==> config.mk <==
export PLATFORM = sky130hd
export DESIGN_NAME = frwl_front
export DESIGN_NICKNAME = d
export VERILOG_FILES = /design/src/rtl/core/frwl_pkg.sv /design/src/rtl/core/frwl_front.sv
export SDC_FILE = /design/constraint.sdc
export NUM_CORES = 1
export LEC_CHECK = 0
export ABC_AREA = 1
export BUFFER_PORTS_ARGS = -buffer_cell sky130_fd_sc_hd__buf_2
export CORE_ASPECT_RATIO = 1.1
export CORE_MARGIN = 3
export CORE_UTILIZATION = 56
export CTS_CLUSTER_SIZE = 25
export DETAILED_ROUTE_END_ITERATION = 12
export PLACE_DENSITY = 0.88
export SLEW_MARGIN = 5
export SYNTH_ARGS = -nofsm -noshare
export SYNTH_HDL_FRONTEND = slang
export SYNTH_SLANG_ARGS = --single-unit
==> constraint.sdc <==
create_clock -name i_clk -period 4 [get_ports i_clk]
set_input_delay 0 -clock i_clk [delete_from_list [all_inputs] [get_ports i_clk]]
set_output_delay 0 -clock i_clk [all_outputs]
set_load 0.01 [all_outputs]
==> src/rtl/core/frwl_pkg.sv <==
// Shared types and constants for the token ring with recent-window lookup.
// No dependencies; imported by the front, back and top-level modules.
`timescale 1ns / 1ps
`default_nettype none

package frwl_pkg;

    localparam int RING_DEPTH = 256;
    localparam int TOKEN_BITS = 32;

    localparam int ADDR_W    = $clog2(RING_DEPTH);
    localparam int CNT_W     = $clog2(RING_DEPTH + 1);
    localparam int CFG_W     = 9;
    localparam int CFG_IDX_W = 2;
    localparam int CMP_W     = (CNT_W > CFG_W) ? CNT_W : CFG_W;

    localparam int Q_DEPTH  = 2;
    localparam int QPTR_W   = $clog2(Q_DEPTH);
    localparam int QFILL_W  = $clog2(Q_DEPTH + 1);

    localparam logic [CFG_IDX_W-1:0] CFG_CAPACITY = CFG_IDX_W'(0);
    localparam logic [CFG_IDX_W-1:0] CFG_WINDOW   = CFG_IDX_W'(1);

    localparam logic [CFG_W-1:0] CAPACITY_RESET = CFG_W'(256);
    localparam logic [CFG_W-1:0] WINDOW_RESET   = CFG_W'(16);

    typedef enum logic {
        OP_PUSH  = 1'b0,
        OP_QUERY = 1'b1
    } t_op;

    typedef struct packed {
        t_op                   op;
        logic [TOKEN_BITS-1:0] token;
    } t_item;

    typedef enum logic [1:0] {
        ST_IDLE,
        ST_SEARCH,
        ST_DONE
    } t_state;

    typedef struct packed {
        logic [CNT_W-1:0]  count;
        logic [CNT_W-1:0]  cap;
        logic [ADDR_W-1:0] oldest;
    } t_status;

endpackage

`default_nettype wire

==> src/rtl/core/frwl_front.sv <==
// Front end: accepts input beats, decodes the operation and queues items.
// Depends on frwl_pkg.
`timescale 1ns / 1ps
`default_nettype none

module frwl_front (
    input  wire logic                          i_clk,
    input  wire logic                          i_rst_n,
    input  wire logic                          i_valid,
    output logic                               o_ready,
    input  wire logic                          i_func,
    input  wire logic [frwl_pkg::TOKEN_BITS-1:0] i_token,
    output logic                               o_item_valid,
    output frwl_pkg::t_item                    o_item,
    input  wire logic                          i_item_pop
);

    import frwl_pkg::*;

    t_item              r_q [Q_DEPTH];
    logic [QPTR_W-1:0]  r_wr_ptr;
    logic [QPTR_W-1:0]  r_rd_ptr;
    logic [QFILL_W-1:0] r_fill;
    logic [QPTR_W-1:0]  n_wr_ptr;
    logic [QPTR_W-1:0]  n_rd_ptr;
    logic [QFILL_W-1:0] n_fill;
    t_item              n_item;
    logic               push;
    logic               pop;

    assign o_ready      = (r_fill != QFILL_W'(Q_DEPTH));
    assign o_item_valid = (r_fill != '0);
    assign o_item       = r_q[r_rd_ptr];

    assign push = i_valid && o_ready;
    assign pop  = i_item_pop && o_item_valid;

    always_comb begin
        n_item.op    = i_func ? OP_QUERY : OP_PUSH;
        n_item.token = i_token;
        n_wr_ptr = r_wr_ptr;
        n_rd_ptr = r_rd_ptr;
        n_fill   = r_fill;
        if (push) begin
            n_wr_ptr = (r_wr_ptr == QPTR_W'(Q_DEPTH - 1)) ? '0 : r_wr_ptr + 1'b1;
        end
        if (pop) begin
            n_rd_ptr = (r_rd_ptr == QPTR_W'(Q_DEPTH - 1)) ? '0 : r_rd_ptr + 1'b1;
        end
        if (push && !pop) begin
            n_fill = r_fill + 1'b1;
        end else if (pop && !push) begin
            n_fill = r_fill - 1'b1;
        end
    end

    always_ff @(posedge i_clk) begin
        if (!i_rst_n) begin
            r_wr_ptr <= '0;
            r_rd_ptr <= '0;
            r_fill   <= '0;
        end else begin
            r_wr_ptr <= n_wr_ptr;
            r_rd_ptr <= n_rd_ptr;
            r_fill   <= n_fill;
        end
    end

    always_ff @(posedge i_clk) begin
        if (push) begin
            r_q[r_wr_ptr] <= n_item;
        end
    end

endmodule

`default_nettype wire

==> flow_metrics.py, run 1 <==
metrics = {
    "outcome": {
        "status": "finished clean",
    },
    "power_and_ir_drop": {
        "p_seq_share_pct": 47.7,
        "p_leak_nw": 1.49,
        "peakVddDrop_mv": 0.394,
        "power_frac_comb_pct": 24.6,
        "powerDensity_nw_per_um2": 581,
        "sw_frac_of_total_pct": 26.8,
        "intPower_mw": 1.57,
        "pwr-share-clk_pct": 27.8,
        "power_switching_uw": 575,
    },
    "global_route": {
        "grt_max_degree": 34,
        "grt_remaining_overflow": 0,
        "use_met3_pct": 3.40,
        "grt_pass1_wl_mm": 7.56,
        "grt_busiest_layer": "met2",
        "antenna_found_initial": 0,
        "track_usage_pct": 17.9,
        "gr-usage-met2_pct": 33.2,
        "grt_pass1_vias": 1602,
        "use_met1_pct": 19.7,
    },
    "timing": {
        "finalCritPeriodShare_pct": 48.3,
        "slew_violations": 0,
        "period_needed_ns": 1.93,
        "setup_tns_ns": 0,
        "setup_viol": 0,
        "skew_ns": 0.00627,
        "hold_violations": 0,
        "whs_ns": 0.130,
        "fmax_ghz": 0.518,
        "worst_slew_pin_slew_ns": 1.06,
        "slew_headroom_pct": 29.5,
        "rsz0062_at_grt": "no",
    },
    "min_path": {
        "hold_class": "primary input to flip-flop",
        "worstHoldPathCells": 4,
        "min_from": "i_item_pop",
    },
    "clocking": {
        "numClockSinks": 71,
        "htreeDepth": 3,
        "insertion_delay_ns": 0.33,
        "ctsResizeCount": 0,
        "clockBufferDepth": 2,
        "cts_tree": "yes",
        "cts_root_buf": "clkbuf_8",
        "path_clk_slew_ns": 0.07,
        "cts_buffers": 9,
    },
    "critical_path": {
        "critPathKind": "flip-flop to output pin",
        "r2r-end": "r_q[1][30]",
        "r2r-start": "r_fill[0]",
        "end_kind": "output pin",
        "crit_slowest_cell": "dfxtp_2",
        "worstPathMaxFanout": 33,
        "cp-start-kind": "flip-flop",
        "worst_ep_required_time_ns": 4.00,
        "crit_chain": "mux2_2 -> buf_2",
        "worstPathArrival_ns": 1.93,
        "rr_worst_depth": 4,
        "r2r_slack_ns": 2.12,
        "slowest_delay_ns": 1.03,
    },
    "drt": {
        "vias": 1541,
        "detail-route-antenna-nets": 0,
        "detail_route.vias_per_cell": 4.92,
        "drt-initial-drc-count": 115,
        "drc": 0,
        "dr.pass1.iters": 4,
        "wl_mm": 4.96,
        "post_drt_wl_per_cell_um": 15.8,
    },
    "synth": {
        "yosysSeqAreaShare_pct": 75.0,
        "synth-edff-count": 66,
        "synth.top_cell.area_share_pct": 71.4,
        "synth_area_um2": 2780,
        "synth.most_common_cell": "edfxtp_1",
        "netlist_top_cells_count": "66 x edfxtp_1, 30 x mux2_4, 9 x nand2_1",
        "yosysUniqueCellTypes": 15,
        "synth_top_area_cell": "edfxtp_1",
        "synth.area.top_cells": "edfxtp_1 71%, mux2_4 16%, dfxtp_1 3.6%",
        "syn_nets": 178,
        "syn_avg_cell_area_um2": 19.8,
        "yosysWarnings": 0,
        "synth_async_sr_flop_share_pct": 0,
        "syn_inst": 140,
        "ys_dominant_reg_cell": "edfxtp_1",
        "ys_ff_latch": 71,
    },
    "final_layout": {
        "drive_gt1_share_pct": 47.1,
        "final_nets": 290,
        "antenna_cells": 0,
        "finalNonFillerCells": 313,
        "fin_util_pct": 78.4,
        "area_growth_pct": 33.2,
    },
    "floorplan": {
        "die_x_um": 73.2,
        "die_h_um": 79.9,
        "coreArea_um2": 4720,
        "die-area_um2": 5840,
        "rows": 26,
        "initial_core_util_pct": 58.9,
        "num_io_pins": 72,
    },
    "placement": {
        "gp_congestion": 0.682,
        "io_buffers": 71,
        "dp_cells": 263,
        "dp_hpwl_mm": 3.05,
    },
    "job": {
        "maxCapViolCount": 0,
    },
}
-- state kept, by name, summed over array words and instances, names as in the netlist, named ones only --
signal	flops
r_q	66
r_wr_ptr	1
r_fill	2
r_rd_ptr	1
-- final cells by class --
class                   count  area [um2]
fillers                   251        1020
repair buffers            105         696
clock buffers               9         124
clock inverters             7        87.6
well taps                  56        70.1
flip-flops and latches     71        2080
multi-input cells          57         609
inverters                   8        30.0
-- per-stage QoR --
stage	cell area [um2]	power [mW]	worst slack, ns
2_1_floorplan	2780	1.40	1.54
3_3_place_gp	3150	1.52	2.23
3_5_place_dp	3150	1.54	2.15
4_1_cts	3700	2.15	2.04
5_1_grt	3700	2.25	1.94
6_report	3700	2.15	2.07
-- cells in the final DEF (no fill, tap or decap) --
cell type and instances:
buf_2 71, edfxtp_1 66, dlygate4sd3_1 34, mux2_4 30
nand2_1 9, clkbuf_8 9, inv_1 8, nor2_1 6
dfxtp_1 4, mux2_2 3, nor2_4 2, o21ai_0 2
bufinv_16 2, clkinvlp_4 2, clkinv_1 2, o21a_1 1
a21oi_1 1, nand3_1 1, nand4_1 1, ha_1 1
dfxtp_2 1, clkinv_2 1
-- power groups by stage --
stage / combinational (mW) / clock [mW] / sequential, mW
after floorplan: 0.412 / 0 / 0.984
after global placement: 0.489 / 0 / 1.03
after detailed placement: 0.502 / 0 / 1.04
after CTS: 0.528 / 0.601 / 1.02
after global routing: 0.567 / 0.646 / 1.04
final: 0.527 / 0.596 / 1.02
-- repair_timing --
| action | in CTS | in global routing |
|---|---|---|
| buffers inserted | 0 | 0 |
| hold endpoints to repair | 71 | 0 |
| hold buffers | 34 | 0 |
-- cells by family (layout without fill, tap and decap cells) --
| group | count (synthesis) | count (layout) | synth area share (%) |
|---|---|---|---|
| AOI/OAI and AO/OA | 4 | 4 | 0.811 |
| adders and majority gates | 1 | 1 | 0.450 |
| buffers and inverters | 12 | 129 | 3.65 |
| DFF | 71 | 71 | 75.0 |
| muxes | 33 | 33 | 17.4 |
| and+or+nand+nor | 19 | 19 | 2.70 |
-- worst max path at each step --
stage                    from    endpoint  slack [ns]  cells past startpoint
finish              flip-flop  o_item[13]        2.07                      2
global route        flip-flop  o_item[12]        1.94                      2
CTS                 flip-flop  o_item[13]        2.04                      2
detailed placement  r_fill[0]   r_q[1][7]        2.15                      4
global placement    r_fill[0]   r_q[1][7]        2.23                      4
floorplan           r_fill[0]   r_q[0][0]        1.54                      4
-- critical path, delay by kind of cell, from the launching register on --
kind / cells / cell delay, ns
muxes: 1 / 0.43
buffers and inverters: 1 / 0.14
DFF: 1 / 1.03
-- routing by layer --
metal	routed length, um	up-vias
met3	197	2
met4	25	0
met5	0	-
met2	2810	43
li1	-	744
met1	1920	752
(Power assumes the default switching activity.)
==> inputs of run 2 (changes only) <==
--- a/config.mk
+++ b/config.mk
@@ -5,14 +5,14 @@
 export SDC_FILE = /design/constraint.sdc
 export NUM_CORES = 1
 export LEC_CHECK = 0
-export ABC_AREA = 1
+export ABC_AREA = 0
 export BUFFER_PORTS_ARGS = -buffer_cell sky130_fd_sc_hd__buf_2
 export CORE_ASPECT_RATIO = 1.1
 export CORE_MARGIN = 3
-export CORE_UTILIZATION = 56
+export CORE_UTILIZATION = 46
 export CTS_CLUSTER_SIZE = 25
 export DETAILED_ROUTE_END_ITERATION = 12
-export PLACE_DENSITY = 0.88
+export PLACE_DENSITY = 0.78
 export SLEW_MARGIN = 5
 export SYNTH_ARGS = -nofsm -noshare
 export SYNTH_HDL_FRONTEND = slang
==> constraint.sdc (replaced) <==
create_clock -name i_clk -period 1.62 [get_ports i_clk]
set_input_delay 0 -clock i_clk [delete_from_list [all_inputs] [get_ports i_clk]]
set_output_delay 0 -clock i_clk [all_outputs]
set_load 0.01 [all_outputs]
==> run 2 against run 1 <==
Effect of this change:
- clock power increased to 2.8 times the previous value
- largest cell class unchanged
- sequential share of layout area shrank 0.44 points
- cell count increased by 4.5%
- first-iteration DRC count is 13% lower
- cell area is 0.91% higher
- clock skew shrank 0.0029 ns
- critical path depth up 3
==> flow_metrics.py, run 2 <==
metrics = {
    "critical_path": {
        "cp-start-kind": "flip-flop",
        "end_kind": "flip-flop",
        "critPathKind": "flip-flop to flip-flop",
        "worstPathArrival_ns": 1.78,
        "worstPathMaxFanout": 5,
        "worst_ep_required_time_ns": 1.88,
    },
    "placement": {
        "dp_cells": 276,
        "placed_area_um2": 3140,
        "pre_cts_ws_ns": 0.0447,
        "io_buffers": 71,
        "dp_hpwl_mm": 3.07,
        "gp_congestion": 0.699,
    },
    "timing": {
        "whs_ns": 0.103,
        "hold_violations": 0,
        "fmax_ghz": 0.657,
        "layout_setup_ws_ns": 0.0984,
        "worst_slew_pin_slew_ns": 0.276,
        "setup_tns_ns": 0,
        "period_needed_ns": 1.52,
        "finalCritPeriodShare_pct": 93.9,
        "slew_violations": 0,
        "rsz0062_at_grt": "no",
        "skew_ns": 0.00337,
        "slew_headroom_pct": 81.5,
        "setup_viol": 0,
    },
    "power_and_ir_drop": {
        "peakVddDrop_mv": 0.983,
        "powerDensity_nw_per_um2": 1460,
        "p_leak_nw": 1.42,
    },
    "synth": {
        "synth-edff-count": 66,
        "synth_top_area_cell": "edfxtp_1",
        "syn_inst": 127,
        "yosysUniqueCellTypes": 19,
        "syn_nets": 165,
        "synth.top_cell.area_share_pct": 75.8,
        "ys_ff_latch": 71,
        "synth.area.top_cells": "edfxtp_1 76%, mux2_2 14%, dfxtp_1 3.8%",
        "yosysWarnings": 0,
        "netlist_top_cells_count": "66 x edfxtp_1, 33 x mux2_2, 5 x dfxtp_1",
        "synth_area_um2": 2620,
        "syn_avg_cell_area_um2": 20.6,
        "synth.most_common_cell": "edfxtp_1",
        "yosysSeqAreaShare_pct": 79.6,
        "ys_dominant_reg_cell": "edfxtp_1",
        "synth_async_sr_flop_share_pct": 0,
    },
    "clocking": {
        "clockBufferDepth": 2,
        "path_clk_slew_ns": 0.07,
        "insertion_delay_ns": 0.33,
        "cts_root_buf": "clkbuf_8",
        "htreeDepth": 3,
        "numClockSinks": 71,
        "cts_tree": "yes",
        "cts_buffers": 9,
        "cts_setup_buffers": 0,
    },
    "final_layout": {
        "seqCellArea_um2": 2090,
        "finalNonFillerCells": 327,
        "final_nets": 285,
        "layout_commonest_cell": "buf_2",
        "largest_reg_flops": 66,
        "reg_top3": "r_q (66), r_fill (2)",
        "area_growth_pct": 42.7,
        "multi_input_area_um2": 515,
        "layout_common_cells": "71 x buf_2, 66 x edfxtp_1, 35 x dlygate4sd3_1",
        "design_area_um2": 3730,
        "antenna_cells": 0,
        "drive_gt1_share_pct": 52.8,
        "num-fill-cells": 370,
        "top_register": "r_q",
    },
    "floorplan": {
        "coreArea_um2": 5430,
        "die_h_um": 85.1,
        "rows": 28,
        "initial_core_util_pct": 48.2,
        "die_x_um": 77.9,
        "num_io_pins": 72,
        "die-area_um2": 6630,
    },
    "job": {
        "maxCapViolCount": 0,
    },
    "global_route": {
        "grt_remaining_overflow": 0,
        "grt_max_degree": 20,
        "grt_pass1_vias": 1668,
        "grt_pass1_wl_mm": 7.81,
        "track_usage_pct": 15.9,
        "antenna_found_initial": 0,
    },
    "drt": {
        "detail_route.vias_per_cell": 4.62,
        "dr.pass1.iters": 4,
        "vias": 1512,
        "drc": 0,
        "drt-initial-drc-count": 100,
        "wl_mm": 4.96,
        "post_drt_wl_per_cell_um": 15.2,
        "detail-route-antenna-nets": 0,
    },
    "min_path": {
        "hold_class": "primary input to flip-flop",
    },
    "outcome": {
        "status": "finished clean",
    },
}
## run 2: cell count changes after synthesis, sizes merged, moves of 2 or more
cell    change
nand2       -9
nor2        -8
inv         -7
and2        +4
a21boi      +2
xnor2       +2
## run 2: kinds of logic (layout without fill, tap and decap cells)
logic type,after synthesis,after routing,share of synthesized area (%)
and+or+nand+nor,9,9,2.49
DFF,71,71,79.6
adders and majority gates,1,1,0.478
xor gates and xnor gates,3,3,1.00
buffers and inverters,5,130,0.909
AOI/OAI and AO/OA,5,5,1.34
muxes,33,33,14.2
## run 2: through the flow
step	total power, mW	utilization (%)
detailed placement	3.80	57.8
global placement	3.76	57.8
CTS	5.49	68.6
finish	5.46	68.8
floorplan	3.24	-
global route	5.71	68.8
## run 2: critical path, stage by stage (launching register included)
cell and delay [ns]:
dfxtp_1 0.31, nand2b_4 0.15, and2_1 0.16, ha_1 0.34
or3_1 0.37, a21boi_1 0.14
## run 2: cell type report
cell class              count  area share (%)
clock buffers               9            3.32
clock inverters             7            2.98
flip-flops and latches     71            55.9
inverters                   1           0.201
multi-input cells          51            13.8
well taps                  75            2.51
repair buffers            113            21.3
## run 2: metal layers
layer	share of wire [%]	wire length (um)	track usage [%]	vias up
met1	41	2040	18.5	732
li1	-	-	-	735
met5	0	0	0	-
met2	54	2680	27.3	37
met4	2.0	100	9.22	0
met3	2.9	143	3.18	8
## run 2: what timing repair did
action / CTS / global route
hold buffers: 35 / 0
endpoints found under the hold margin: 71 / 0
gates resized for setup: 0 / 3
setup endpoints to repair: 0 / 1
## run 2: power breakdown
group / total (mW) / internal, mW / switching, mW
Sequential: 2.37 / 2.30 / 0.0709
Clock: 1.64 / 1.01 / 0.624
Combinational: 1.46 / 0.754 / 0.703
## run 2: worst paths after layout
check	from	end	slack, ns	cells after the start
max reg2reg	r_fill[0]	r_fill[1]	0.1	5
min reg2reg	r_fill[1]	r_fill[1]	0.53	2
max	r_fill[0]	r_fill[1]	0.1	5
min	i_item_pop	flip-flop	0.10	4
==> inputs of run 3 (changes only) <==
--- a/config.mk
+++ b/config.mk
@@ -10,9 +10,11 @@
 export CORE_ASPECT_RATIO = 1.1
 export CORE_MARGIN = 3
 export CORE_UTILIZATION = 46
+export CTS_BUF_LIST = sky130_fd_sc_hd__clkbuf_16
 export CTS_CLUSTER_SIZE = 25
 export DETAILED_ROUTE_END_ITERATION = 12
 export PLACE_DENSITY = 0.78
+export SETUP_SLACK_MARGIN = 0.1
 export SLEW_MARGIN = 5
 export SYNTH_ARGS = -nofsm -noshare
 export SYNTH_HDL_FRONTEND = slang
==> run 3 against run 2 <==
Effect of this change:
- total power grew 11%
- clock power grew 32%
- fmax grew 4.9%
- critical path type unchanged
- critical endpoint unchanged
- largest cell class unchanged
==> flow_metrics.py, run 3 (synthesized netlist as in run 2, its figures left out) <==
metrics = {
    "drt": {
        "detail_route.vias_per_cell": 4.65,
        "drt-initial-drc-count": 98,
        "detail-route-antenna-nets": 0,
        "vias": 1522,
        "post_drt_wl_per_cell_um": 14.9,
        "dr.pass1.iters": 5,
        "wl_mm": 4.88,
        "drc": 0,
    },
    "timing": {
        "fmax_ghz": 0.690,
        "hold_violations": 0,
        "setup_tns_ns": 0,
        "whs_ns": 0.0358,
        "layout_setup_ws_ns": 0.170,
        "skew_ns": 0.00519,
        "rsz0062_at_grt": "no",
        "slew_violations": 0,
        "worst_slew_pin_slew_ns": 0.277,
        "period_needed_ns": 1.45,
        "finalCritPeriodShare_pct": 89.5,
        "slew_headroom_pct": 81.5,
        "setup_viol": 0,
    },
    "min_path": {
        "hold_class": "primary input to flip-flop",
        "min_from": "i_valid",
    },
    "global_route": {
        "track_usage_pct": 15.8,
        "antenna_found_initial": 0,
        "grt_pass1_wl_mm": 7.81,
        "use_met1_pct": 18.3,
        "grt_remaining_overflow": 0,
        "gr-usage-met2_pct": 26.9,
        "grt_pass1_vias": 1655,
        "grt_busiest_layer": "met2",
        "grt_max_degree": 20,
        "use_met3_pct": 4.99,
    },
    "placement": {
        "gp_congestion": 0.699,
        "pre_cts_ws_ns": 0.0447,
        "dp_hpwl_mm": 3.07,
        "io_buffers": 71,
    },
    "floorplan": {
        "coreArea_um2": 5430,
        "die-area_um2": 6630,
        "initial_core_util_pct": 48.2,
        "die_h_um": 85.1,
        "die_x_um": 77.9,
        "rows": 28,
        "num_io_pins": 72,
    },
    "clocking": {
        "cts_tree": "yes",
        "htreeDepth": 3,
        "cts_root_buf": "clkbuf_16",
        "numClockSinks": 71,
        "cts_buffers": 9,
        "insertion_delay_ns": 0.32,
        "path_clk_slew_ns": 0.05,
        "clockBufferDepth": 2,
    },
    "critical_path": {
        "critPathKind": "flip-flop to flip-flop",
        "cp-start-kind": "flip-flop",
        "cp-startpoint": "r_fill[0]",
        "end_kind": "flip-flop",
        "r2r-start": "r_fill[0]",
        "worstPathArrival_ns": 1.69,
        "worstPathMaxFanout": 5,
        "worst_ep_required_time_ns": 1.86,
    },
    "final_layout": {
        "num-fill-cells": 346,
        "drive_gt1_share_pct": 54.8,
        "layout_common_cells": "71 x buf_2, 66 x edfxtp_1, 34 x dlygate4sd3_1",
        "area_growth_pct": 47.4,
        "fin_util_pct": 71.0,
        "final_nets": 285,
        "layout_commonest_cell": "buf_2",
        "top_register": "r_q",
        "antenna_cells": 0,
        "reg_top3": "r_q (66), r_fill (2)",
        "largest_reg_flops": 66,
    },
    "power_and_ir_drop": {
        "peakVddDrop_mv": 1.04,
        "p_leak_nw": 1.48,
        "powerDensity_nw_per_um2": 1570,
    },
    "job": {
        "maxCapViolCount": 0,
    },
    "outcome": {
        "status": "finished clean",
    },
}
## run 3: cell count changes in the layout (fill, tap and decap cells not counted), sizes merged
cell,before,now
buf,78,79
dlygate4sd3,35,34
## run 3: report_power, final
group / switching (mW) / leakage (nW) / total [mW] / internal [mW]
clock network: 0.672 / 0.163 / 2.16 / 1.49
registers: 0.0714 / 0.659 / 2.38 / 2.31
logic: 0.718 / 0.654 / 1.51 / 0.790
## run 3: stage by stage
stage | instance area [um2] | cells | total power [mW]
finish | 3860 | 327 | 6.05
global route | 3860 | 327 | 6.32
CTS | 3840 | 326 | 6.07
detailed placement | 3140 | 276 | 3.80
global placement | 3140 | 276 | 3.76
floorplan | 2620 | 127 | 3.24
## run 3: per-layer routing
layer,vias up,routed length (um)
met2,41,2640
li1,736,-
met4,0,76
met1,737,2010
met3,8,163
met5,-,0
## run 3: final cells by class
type                            count  area (um2)  share of cell area (%)
Inverter                            1        7.51                   0.195
Clock buffer                        9         225                    5.84
Tap cell                           75        93.8                    2.43
Multi-Input combinational cell     51         538                    14.0
Timing Repair Buffer              113         793                    20.6
Clock inverter                      7         111                    2.89
Sequential cell                    71        2090                    54.1
## run 3: final timing paths
check             slack, ns  cells past startpoint         to
setup / recovery       0.17                      6  r_fill[1]
hold / removal         0.04                      3   r_wr_ptr
setup reg to reg       0.17                      6  r_fill[1]
hold reg to reg        0.53                      2  r_fill[1]
## run 3: worst max-delay path, cell delays in order (launching register included)
cell and delay (ns):
dfxtp_2 0.31, nand2b_4 0.15, and2_4 0.15, ha_4 0.16
xor2_2 0.14, or3_1 0.35, a21boi_1 0.12
## run 3: timing repair
action | 4_1_cts | 5_1_grt
hold buffers | 34 | 0
endpoints found under the setup margin | 1 | 1
hold endpoints to repair | 71 | 0
gates resized for setup | 4 | 3
buffers inserted | 0 | 1
pin swaps | 0 | 3
